### config.mk
export PLATFORM = sky130hd
export DESIGN_NAME = bse_front
export DESIGN_NICKNAME = d
export VERILOG_FILES = /design/src/sv/bse_pkg.sv /design/src/sv/bse_front.sv
export SDC_FILE = /design/constraint.sdc
export NUM_CORES = 1
export LEC_CHECK = 0
export BUFFER_PORTS_ARGS = -buffer_cell sky130_fd_sc_hd__buf_2
export CORE_MARGIN = 3
export CORE_UTILIZATION = 40
export DETAILED_ROUTE_END_ITERATION = 16
export PLACE_DENSITY = 0.66
export SLEW_MARGIN = 15
export SYNTH_ARGS = -nofsm -noshare
export SYNTH_HDL_FRONTEND = slang
export SYNTH_SLANG_ARGS = --single-unit
### constraint.sdc
create_clock -name clock -period 3.4 [get_ports clock]
set_clock_uncertainty 0.05 [all_clocks]
set_input_delay 0.68 -clock clock [delete_from_list [all_inputs] [get_ports clock]]
set_output_delay 0.68 -clock clock [all_outputs]
set_load 0.01 [all_outputs]
### src/sv/bse_pkg.sv
// ----------------------------------------------------------------------------
// bse_pkg
// Shared constants, item type and helper functions of the bit vector engine.
// ----------------------------------------------------------------------------
package bse_pkg;

   localparam int MAX_BITS     = 4096;
   localparam int CHUNK_BITS   = 64;
   localparam int STORE_CHUNKS = 64;

   localparam logic [3:0] CMD_GETBIT    = 4'd0;
   localparam logic [3:0] CMD_SETBIT    = 4'd1;
   localparam logic [3:0] CMD_READCHUNK = 4'd2;
   localparam logic [3:0] CMD_WRITECHUNK= 4'd3;
   localparam logic [3:0] CMD_CLEAR     = 4'd4;
   localparam logic [3:0] CMD_FILL      = 4'd5;
   localparam logic [3:0] CMD_AND       = 4'd6;
   localparam logic [3:0] CMD_OR        = 4'd7;
   localparam logic [3:0] CMD_ANDNOT    = 4'd8;
   localparam logic [3:0] CMD_POPCOUNT  = 4'd9;
   localparam logic [3:0] CMD_EMPTY     = 4'd10;
   localparam logic [3:0] CMD_LIST      = 4'd11;
   localparam logic [3:0] CMD_SETWIDTH  = 4'd12;
   localparam logic [3:0] CMD_GROW      = 4'd13;
   localparam logic [3:0] CMD_COMPARE   = 4'd14;

   localparam logic [2:0] CLS_NONE  = 3'd0;
   localparam logic [2:0] CLS_BIT   = 3'd1;
   localparam logic [2:0] CLS_CHUNK = 3'd2;
   localparam logic [2:0] CLS_WHOLE = 3'd3;
   localparam logic [2:0] CLS_SIZE  = 3'd4;

   localparam logic [1:0] STAT_OK    = 2'd0;
   localparam logic [1:0] STAT_RANGE = 2'd1;
   localparam logic [1:0] STAT_NONE  = 2'd2;

   typedef struct packed {
      logic [3:0]  command;
      logic [2:0]  op_class;
      logic [11:0] bit_index;
      logic        bit_value;
      logic [5:0]  chunk_index;
      logic [63:0] chunk_data;
      logic [12:0] width_amount;
   } item_type;

   // Bits of chunk idx that lie below width w.
   function automatic logic [63:0] width_mask(input logic [12:0] w, input logic [5:0] idx);
      logic [12:0] lo;
      logic [12:0] rem;
      lo = {1'b0, idx, 6'b0};
      rem = w - lo;
      if (w <= lo) begin
         return 64'd0;
      end else if (rem >= 13'd64) begin
         return {64{1'b1}};
      end else begin
         return (64'd1 << rem[5:0]) - 64'd1;
      end
   endfunction

   function automatic logic [6:0] popcount64(input logic [63:0] v);
      logic [6:0] n;
      n = 7'd0;
      for (int i = 0; i < 64; i++) begin
         n = n + {6'd0, v[i]};
      end
      return n;
   endfunction

   function automatic logic [5:0] lowest_set(input logic [63:0] v);
      logic [5:0] idx;
      idx = 6'd0;
      for (int i = 63; i >= 0; i--) begin
         if (v[i]) begin
            idx = 6'(i);
         end
      end
      return idx;
   endfunction

endpackage

### src/sv/bse_front.sv
// ----------------------------------------------------------------------------
// bse_front
// Accepts command items, classifies them and holds them in a two-entry queue.
// ----------------------------------------------------------------------------
module bse_front
   import bse_pkg::*;
(
   input  logic        clock,
   input  logic        reset,
   input  logic        start,
   output logic        busy,
   input  logic [3:0]  req_command,
   input  logic [11:0] req_bit_index,
   input  logic        req_bit_value,
   input  logic [5:0]  req_chunk_index,
   input  logic [63:0] req_chunk_data,
   input  logic [12:0] req_width_amount,
   output logic        q_valid,
   output item_type    q_head,
   input  logic        q_pop
);

   item_type    q_ff [2];
   logic        wp_ff, wp_in;
   logic        rp_ff, rp_in;
   logic [1:0]  cnt_ff, cnt_in;
   logic        push;
   item_type    item_c;
   logic [2:0]  cls_c;

   always_comb begin
      unique case (req_command)
         CMD_GETBIT, CMD_SETBIT: cls_c = CLS_BIT;
         CMD_READCHUNK, CMD_WRITECHUNK, CMD_AND, CMD_OR, CMD_ANDNOT,
         CMD_COMPARE, CMD_LIST: cls_c = CLS_CHUNK;
         CMD_CLEAR, CMD_FILL, CMD_POPCOUNT, CMD_EMPTY: cls_c = CLS_WHOLE;
         CMD_SETWIDTH, CMD_GROW: cls_c = CLS_SIZE;
         default: cls_c = CLS_NONE;
      endcase
   end

   assign item_c = '{command: req_command, op_class: cls_c, bit_index: req_bit_index,
                     bit_value: req_bit_value, chunk_index: req_chunk_index,
                     chunk_data: req_chunk_data, width_amount: req_width_amount};

   assign busy    = (cnt_ff == 2'd2);
   assign push    = start && !busy;
   assign q_valid = (cnt_ff != 2'd0);
   assign q_head  = q_ff[rp_ff];

   always_comb begin
      wp_in  = push ? !wp_ff : wp_ff;
      rp_in  = q_pop ? !rp_ff : rp_ff;
      cnt_in = cnt_ff + {1'b0, push} - {1'b0, q_pop};
   end

   always_ff @(posedge clock) begin
      if (reset) begin
         wp_ff  <= 1'b0;
         rp_ff  <= 1'b0;
         cnt_ff <= 2'd0;
      end else begin
         wp_ff  <= wp_in;
         rp_ff  <= rp_in;
         cnt_ff <= cnt_in;
      end
      if (push) begin
         q_ff[wp_ff] <= item_c;
      end
   end

endmodule

## Yosys cells after proc, flatten, opt, wreduce, memory -nomap -nowiden

Memories as Yosys holds them, arrays and structs flattened. A register that Yosys moved wholly into a read port is not among the register bits.
Index checks and enable logic that the tools add are counted.

- Memories kept: 2
- Memory bits (read-only): 48
- Flip-flop bits (word level): 4
- RAM bits: 206

- Muxes and demuxes: 4
- Reduce and logical (&&, ||, !) cells: 5
- Add/sub/neg operators: 2
- Equality and inequality tests: 1

Memory list:

| memory | depth | bits a word | rd ports | clocked after memory_dff | wr ports | line | text |
|---|---|---|---|---|---|---|---|
| q_ff | 2 | 103 | 1 | 1 | 1 | bse_front.sv:23 | `item_type q_ff [2];` |
| (name not given) | 16 | 3 | 1 | 0 | 0 | bse_front.sv:32 | `unique case (req_command)` |

Operator list:

| cell | number |
|---|---|
| $mux 1 | 4 |
| $logic_not 1->1 | 3 |
| $add 2x1->2 | 1 |
| $eq 2x2->1 const B | 1 |
| $reduce_bool 2->1 | 1 |
| $sub 2x1->2 | 1 |
| $logic_and 1x1->1 | 1 |

## Longest topological paths before layout

Gate-level depths: netlist of run 1.

- Depth in word-level cells: 5
- Depth in mapped cells: 8

## Least setup slack after synthesis of run 1

No wires, ideal clock.

- Kind: input -> register
- From: input port start
- To: memory q_ff[1][0] (netlist bit) (enable)
- Setup time: 0.474 ns
- Stages on the path: 1
- Path slack: -0.237 ns
- Arrival time: 3.113 ns
- Path buffers: 0
- Cells stage by stage: and3_1

- Longest elaborated chain between the ends: 3

Ends and longest elaborated chain:

| element | line | text |
|---|---|---|
| from (decl) | bse_front.sv:10 | `input logic start,` |
| $logic_and 1x1->1 | bse_front.sv:47 | `assign push = start && !busy;` |
| $mux 1 | bse_front.sv:67 | `if (push) begin` |
| $mux 1 (not written as such) | bse_front.sv:68 | `q_ff[wp_ff] <= item_c;` |
| to (decl) | bse_front.sv:23 |  |

No other way between the ends.

==> results of run 1 <==
[worst paths after layout]
path	endpoint	slack, ps	depth (start not counted)
hold reg to reg	wp_ff	440	2
setup reg to reg	q_ff[0][42]	1410	5
hold / removal	q_ff[0][71]	320	1
setup / recovery	q_head[49]	620	3
[through the flow]
stage | std cells | util | hold WS (ps) | setup slack, ps | area, um^2
after floorplan | 356 | - | 401 | 575 | 7730
after global placement | 820 | 0.483 | 421 | 1150 | 9090
after detailed placement | 820 | 0.483 | 438 | 1120 | 9090
after CTS | 858 | 0.518 | 293 | 570 | 9760
after global routing | 858 | 0.518 | 295 | 496 | 9760
final | 858 | 0.518 | 325 | 622 | 9760
[worst max-delay path: cells and delay by family (launching register included)]
kind | cells | cell delay, ps
DFF | 1 | 600
buffers and inverters | 2 | 530
muxes | 1 | 390
[state kept, by name (all words and copies together), names as in the netlist, named ones only]
register	cells
q_ff	206
wp_ff	1
rp_ff	1
cnt_ff	2
[cells by family (layout without fill, tap and decap cells)]
group           count (synthesis)  after routing  synth area share
flops                         211            211             0.814
mux                           103            103             0.150
simple gates                   18             18            0.0110
buf+inv                        16            258            0.0156
fa+ha+maj                       3              3           0.00486
compound gates                  3              3           0.00194
xor+xnor                        2              2           0.00227
[layout make-up]
cell class | count | area (um^2)
inverters | 5 | 22.5
clock buffers | 27 | 591
well taps | 260 | 325
fillers | 1555 | 9070
repair buffers | 215 | 1130
clock inverters | 11 | 77.6
multi-input cells | 129 | 1320
flip-flops and latches | 211 | 6290
[layout by cell type, fill, tap and decap left out, types with 2 or more instances in the layout]
| master | instances |
|---|---|
| o21ai_0 | 2 |
| buf_12 | 3 |
| nor3_1 | 2 |
| clkbuf_1 | 4 |
| buf_4 | 4 |
| nand2_1 | 3 |
| edfxtp_1 | 206 |
| ha_1 | 3 |
| nor2_1 | 7 |
| dfxtp_1 | 4 |
| inv_1 | 4 |
| buf_2 | 208 |
| clkbuf_16 | 23 |
| mux2_2 | 103 |
| clkinv_2 | 5 |
| clkinv_1 | 4 |
| clkinvlp_4 | 2 |
[per-layer routing]
metal | up-vias | GRT usage | share of wire
met2 | 167 | 0.225 | 0.48
met1 | 1931 | 0.172 | 0.41
met4 | 2 | 0.0318 | 0.016
li1 | 1857 | - | -
met3 | 24 | 0.0443 | 0.086
met5 | - | 0 | 0.00062
[power groups by stage]
stage	registers [uW]	clock network (uW)	logic, uW
after floorplan	3250	0	489
after global placement	3260	0	809
after detailed placement	3270	0	823
after CTS	3220	2290	828
after global routing	3240	2400	882
final	3210	2200	809
==> results.md, run 1 <==
* RePlAce Congestion at around 0.75
* Worst path cell trace: buf_4 > mux2_2 > buf_2
* Port-buffer cells at 208
* Synth top area share at 0.801
* H-tree levels at 1
* Leakage power total at approximately 0.0036 uW
* Syn Inst Count at 356
* DIE AREA at between 20000 and 25000 um^2
* Net count, final at 691
* Post CTS Setup Buffer Count at 0
* Sequential group share of total power at 0.516
* RSZ-0062 raised after global routing: false
* Tightest Pin Transition at 570 ps
* Endpoints failing setup at 0
* FF-to-FF Start: cnt_ff[0]
* Count leader, synth: edfxtp_1
* Post-synthesis sequential area ratio at 0.814
* Detailed-route via count at 3981
* Status: complete, no violations
* Slew Limit Fails at 0
* Slew headroom at 0.620
* Power share of the clock group at 0.354
* EDFF count, synth at 206
* First-pass GRT wire length at 23000 um
* Ant diodes at 0
* Switching power at 1410 uW
* Sw frac at 0.226
* Cell taking the most area after synthesis: edfxtp_1
* Final Hold Viols at 0
* Core Footprint at 18800 um^2
* Max-Cap Viols at 0
* TritonRoute pass-1 iters at 4
* Dpl hpwl at 9750 um
* Total CTS buffers at 22
* Yosys warns at 0
* Main synth FF type: edfxtp_1
* Pint at 4820 uW
* Slowest CP cell: dfxtp_4
* Hold_sp: req_chunk_data[58]
* Avg Cell Area, Syn at between 20 and 25 um^2
* Fin crit period at 2780 ps
* Library cells used by synthesis at 21
* DR WL/cell at 16.9 um
* CTS resizes at 0
* Setup CP Type: flop to primary output
* Worst EP arrival at 2050 ps
* CP required at about 2700 ps
* CTS tree: built
* Seq cells post-synth at 211
* Tcrit/Tclk final at 0.817
* Total power at 6230 uW
* Netlist Area Pre-Place at between 7000 and 8000 um^2
* DR DRC count at 0
* Max Fclk at approximately 360 MHz
* Peak VDD IR at slightly above 0.0004 V
* CP startpoint kind: flop
* Sink Count at roughly 210
* Cell Rows at 50
* Hold Path Class: input pin to flop
* Top cells by count, synth: edfxtp_1 (206), mux2_2 (103), buf_6 (7), nor2_1 (7)
* Total wire length at about 15000 um
* Worst-path clk slew at 60 ps
* Num ports at ~210
* Vias in the first global route at 4292
* Area grow syn2layout at 26.4%
* Antenna viol nets, final at 0
* Root Driver: clkbuf_16
* Power per cell area at about 640 nW/um^2
* CTS Hold Bufs at 0
* GRT Util Overall at 0.135
* Synth top area cells: edfxtp_1 (80%), mux2_2 (15%), dfxtp_1 (1.3%)
* Ys async rst share at 0
* Comb power frac at 0.130
* Crit-path max FO at 31
* Via density per instance at roughly 4.6
* Initial core utilization at 0.410
* CTS Buffer Depth at 3
* Slowest stage delay, CP at 600 ps
* Chip width at 145 um
* Layout cells sized above 1 at 0.589
* Setup TNS at 0 ps
* Net Count, Synth at 463
* Crit. End Element: primary output
* Drt initial violations at 163
* Total congestion overflow at 0
* Die Y at 145 um
* Largest net degree at the start of global routing at 64
* Worst skew pair latency at around 500 ps
* Antenna violations before repair at 1
No activity file was read; power rests on OpenSTA's default activity.
==> run 2: changes to the inputs <==
--- a/config.mk
+++ b/config.mk
@@ -5,6 +5,7 @@
 export SDC_FILE = /design/constraint.sdc
 export NUM_CORES = 1
 export LEC_CHECK = 0
+export ABC_AREA = 1
 export BUFFER_PORTS_ARGS = -buffer_cell sky130_fd_sc_hd__buf_2
 export CORE_MARGIN = 3
 export CORE_UTILIZATION = 40
==> constraint.sdc (replaced) <==
create_clock -name clock -period 2.3 [get_ports clock]
set_clock_uncertainty 0.05 [all_clocks]
set_input_delay 0.46 -clock clock [delete_from_list [all_inputs] [get_ports clock]]
set_output_delay 0.46 -clock clock [all_outputs]
set_load 0.01 [all_outputs]
==> run 2 against run 1 <==
Effect of this change:
- area after synthesis increased by 0.15%
- via count is 0.23% higher
- wire length up 0.60%
- critical path type unchanged
- largest power group unchanged
==> results.md, run 2 <==
* DR DRC count at 0 (unchanged)
* Net Count, Synth at 470 (was 463)
* First-pass GRT wire length at 23100 um (was 23000 um)
* CTS resizes at 0 (unchanged)
* Post CTS Setup Buffer Count at 0 (unchanged)
* Count leader, synth: edfxtp_1 (unchanged)
* RSZ-0062 raised after global routing: false (unchanged)
* Largest net degree at the start of global routing at 60 (was 64)
* Hold Slack at 108 ps (was 325 ps)
* Power per cell area at 955 nW/um^2 (was 638 nW/um^2)
* Setup TNS at 0 ps (unchanged)
* Area grow syn2layout at 28.1% (was 26.4%)
* GRT Util Overall at 0.135 (about the same)
* Fillers at 1546 (was 1555)
* CP required at 1790 ps (was 2670 ps)
* Yosys warns at 0 (unchanged)
* Avg Cell Area, Syn at 21.3 um^2 (was 21.7 um^2)
* Most flop-heavy register: q_ff (unchanged)
* Tightest Pin Transition at 349 ps (was 570 ps)
* Slack of the critical path at 68.6 ps (was 622 ps)
* Total wire length at 14600 um (was 14500 um)
* Peak VDD IR at 0.000550 V (was 0.000413 V)
* Die Y at 145 um (about the same)
* Place WS at 567 ps (was 1120 ps)
* Root Driver: clkbuf_16 (unchanged)
* Dpl hpwl at 9590 um (was 9750 um)
* Num ports at 209 (unchanged)
* Commonest non-fill, non-tap cells in the layout: buf_2 (208), edfxtp_1 (206), mux2_2 (103) (unchanged)
* Final Hold Viols at 0 (unchanged)
* Synth Area in Adders at 0.00485 (was 0.00486)
* Slowest stage delay, CP at 390 ps (was 600 ps)
* Power share of the clock group at 0.380 (was 0.354)
* Hold EP: q_ff[0][3] (was q_ff[0][71])
* Drt initial violations at 143 (was 163)
* Worst-path clk slew at 60 ps (about the same)
* WP buf/inv at 2 (unchanged)
* H-tree levels at 1 (unchanged)
* Hold_sp: req_width_amount[3] (was req_chunk_data[58])
* Sequential group share of total power at 0.495 (was 0.516)
* Tcrit/Tclk final at 0.970
* CP startpoint kind: flop (unchanged)
* Max-Cap Viols at 0 (unchanged)
* CTS Hold Bufs at 0 (unchanged)
* Vias in the first global route at 4499 (was 4292)
* Setup CP Type: flop to primary output (unchanged)
* Net count, final at 697 (was 691)
* Ant diodes at 0 (unchanged)
* Layout cells sized above 1 at 0.586 (was 0.589)
* R2R setup slack at 820 ps (was 1410 ps)
* CTS tree: built (unchanged)
* Endpoints failing setup at 0 (unchanged)
* EDFF count, synth at 206 (unchanged)
* Post-synthesis sequential area ratio at 0.813 (was 0.814)
* DIE AREA at 21000 um^2 (about the same)
* Detailed-route via count at 3990 (was 3981)
* Crit. End Element: primary output (unchanged)
* Fin crit period at 2230 ps
* Mux contribution to synthesized area at 0.150 (about the same)
* Worst EP arrival at 1720 ps (was 2050 ps)
* Worst path cell trace: buf_12 > mux2_2 > buf_2 (was buf_4 > mux2_2 > buf_2)
* Antenna violations before repair at 0 (was 1)
* Synth top area cells: edfxtp_1 (80%), mux2_2 (15%), dfxtp_1 (1.3%) (unchanged)
* Port-buffer cells at 208 (unchanged)
* Max reg flops at 206 (unchanged)
* Pint at 7400 uW (was 4820 uW)
* Sequential cell area at 6290 um^2 (about the same)
* Synth top area share at 0.800 (was 0.801)
* Via density per instance at 4.61 (was 4.64)
* Ys async rst share at 0 (unchanged)
* TritonRoute pass-1 iters at 4 (unchanged)
* Seq cells post-synth at 211 (unchanged)
* Total congestion overflow at 0 (unchanged)
* Max Fclk at 448 MHz
* DR WL/cell at 16.8 um (was 16.9 um)
* Initial core utilization at 0.411 (was 0.410)
* Sink Count at 211 (unchanged)
* Slew Limit Fails at 0 (unchanged)
* Leakage power total at 0.00371 uW (was 0.00364 uW)
* Status: complete, no violations (unchanged)
* FF-to-FF Start: cnt_ff[0] (unchanged)
* Biggest regs: q_ff: 206 flops, cnt_ff: 2 flops (unchanged)
* Syn Inst Count at 363 (was 356)
* Cell Rows at 50 (unchanged)
* Netlist Area Pre-Place at 7730 um^2 (was 7720 um^2)
* Worst skew pair latency at 490 ps (about the same)
* R2R depth at 10 (was 5)
* Synth Area in XOR/XNOR at 0.00113 (was 0.00227)
* Chip width at 145 um (about the same)
* Total power at 9460 uW (was 6230 uW)
* Main synth FF type: edfxtp_1 (unchanged)
* RePlAce Congestion at 0.703 (was 0.750)
* Library cells used by synthesis at 15 (was 21)
* CTS Buffer Depth at 3 (unchanged)
* Slowest CP cell: mux2_2 (was dfxtp_4)
* Critical R2R Capture: cnt_ff[1] (was q_ff[0][42])
* Total CTS buffers at 22 (unchanged)
* Hold Path Class: input pin to flop (unchanged)
* Sw frac at 0.218 (was 0.226)
* Commonest non-fill, non-tap cell in the layout: buf_2 (unchanged)
* Comb power frac at 0.124 (was 0.130)
* CP delay by family, top: buffers and inverters (was flip-flops)
* Cell taking the most area after synthesis: edfxtp_1 (unchanged)
* Top cells by count, synth: edfxtp_1 (206), mux2_2 (103), inv_1 (12) (was edfxtp_1 (206), mux2_2 (103), buf_6 (7), nor2_1 (7))
* Largest family of logic cells by synthesized area: multiplexers (unchanged)
* Slew headroom at 0.768 (was 0.620)
* Core Footprint at 18800 um^2 (unchanged)
* Area of the multi-input gates at 1330 um^2 (was 1320 um^2)
* Crit-path max FO at 59 (was 31)
* Hold path depth at 1 (unchanged)
* Simple-gate portion of the synthesized area at 0.00922 (was 0.0110)
* Antenna viol nets, final at 0 (unchanged)
* Compound-Gate Fraction of Synth Area at 0.00291 (was 0.00194)
* Switching power at 2060 uW (was 1410 uW)
[run 2: worst reg2reg max path, delay by kind of cell, from the launching register on]
family,cells,cell delay [ps]
and+or+nand+nor,4,270
AOI/OAI and AO/OA,1,150
DFF,1,330
buffers and inverters,3,150
adders and majority gates,2,440
[run 2: worst max-delay path by stage]
| stage | startpoint | end | slack (ps) | cells after the start |
|---|---|---|---|---|
| after floorplan | start | q_ff[0][0] | -200 | 2 |
| after global placement | flop | q_head[48] | 580 | 3 |
| after detailed placement | flop | q_head[53] | 570 | 3 |
| after CTS | flop | q_head[48] | 40 | 3 |
| after global routing | flop | q_head[53] | 0.2 | 3 |
| final | flop | q_head[53] | 70 | 3 |
[run 2: kinds of logic (layout without fill, tap and decap cells)]
| logic type | count (synthesis) | in the layout |
|---|---|---|
| DFF | 211 | 211 |
| AOI/OAI and AO/OA | 4 | 4 |
| buffers and inverters | 23 | 266 |
| muxes | 103 | 103 |
| and+or+nand+nor | 18 | 18 |
| adders and majority gates | 3 | 3 |
| xor gates and xnor gates | 1 | 1 |
[run 2: per-stage QoR]
stage / instances / util / area [um^2]
detailed placement: 826 / 0.486 / 9150
global placement: 826 / 0.486 / 9150
finish: 866 / 0.526 / 9910
global route: 866 / 0.526 / 9910
floorplan: 363 / - / 7760
CTS: 866 / 0.526 / 9910
[run 2: final cells by class]
class	count	area share
clock inverter	7	0.0110
inverter	12	0.00493
sequential	211	0.635
tap	260	0.0328
multi-input combinational	129	0.134
clock buffer	33	0.0649
timing repair buffer	214	0.117
[run 2: routing by layer]
layer  vias up  wire (um)  GRT usage
li1       1876          -          -
met5         -          0          0
met4         0        412     0.0470
met1      1938       5540      0.150
met3        32       1290     0.0493
met2       144       7350      0.240
[run 2: power groups by stage]
stage | clock network [uW] | logic (uW) | registers, uW
2_1_floorplan | 0 | 690 | 4760
3_3_place_gp | 0 | 1170 | 4750
3_5_place_dp | 0 | 1200 | 4770
4_1_cts | 3720 | 1210 | 4690
5_1_grt | 3870 | 1280 | 4720
6_report | 3600 | 1180 | 4690
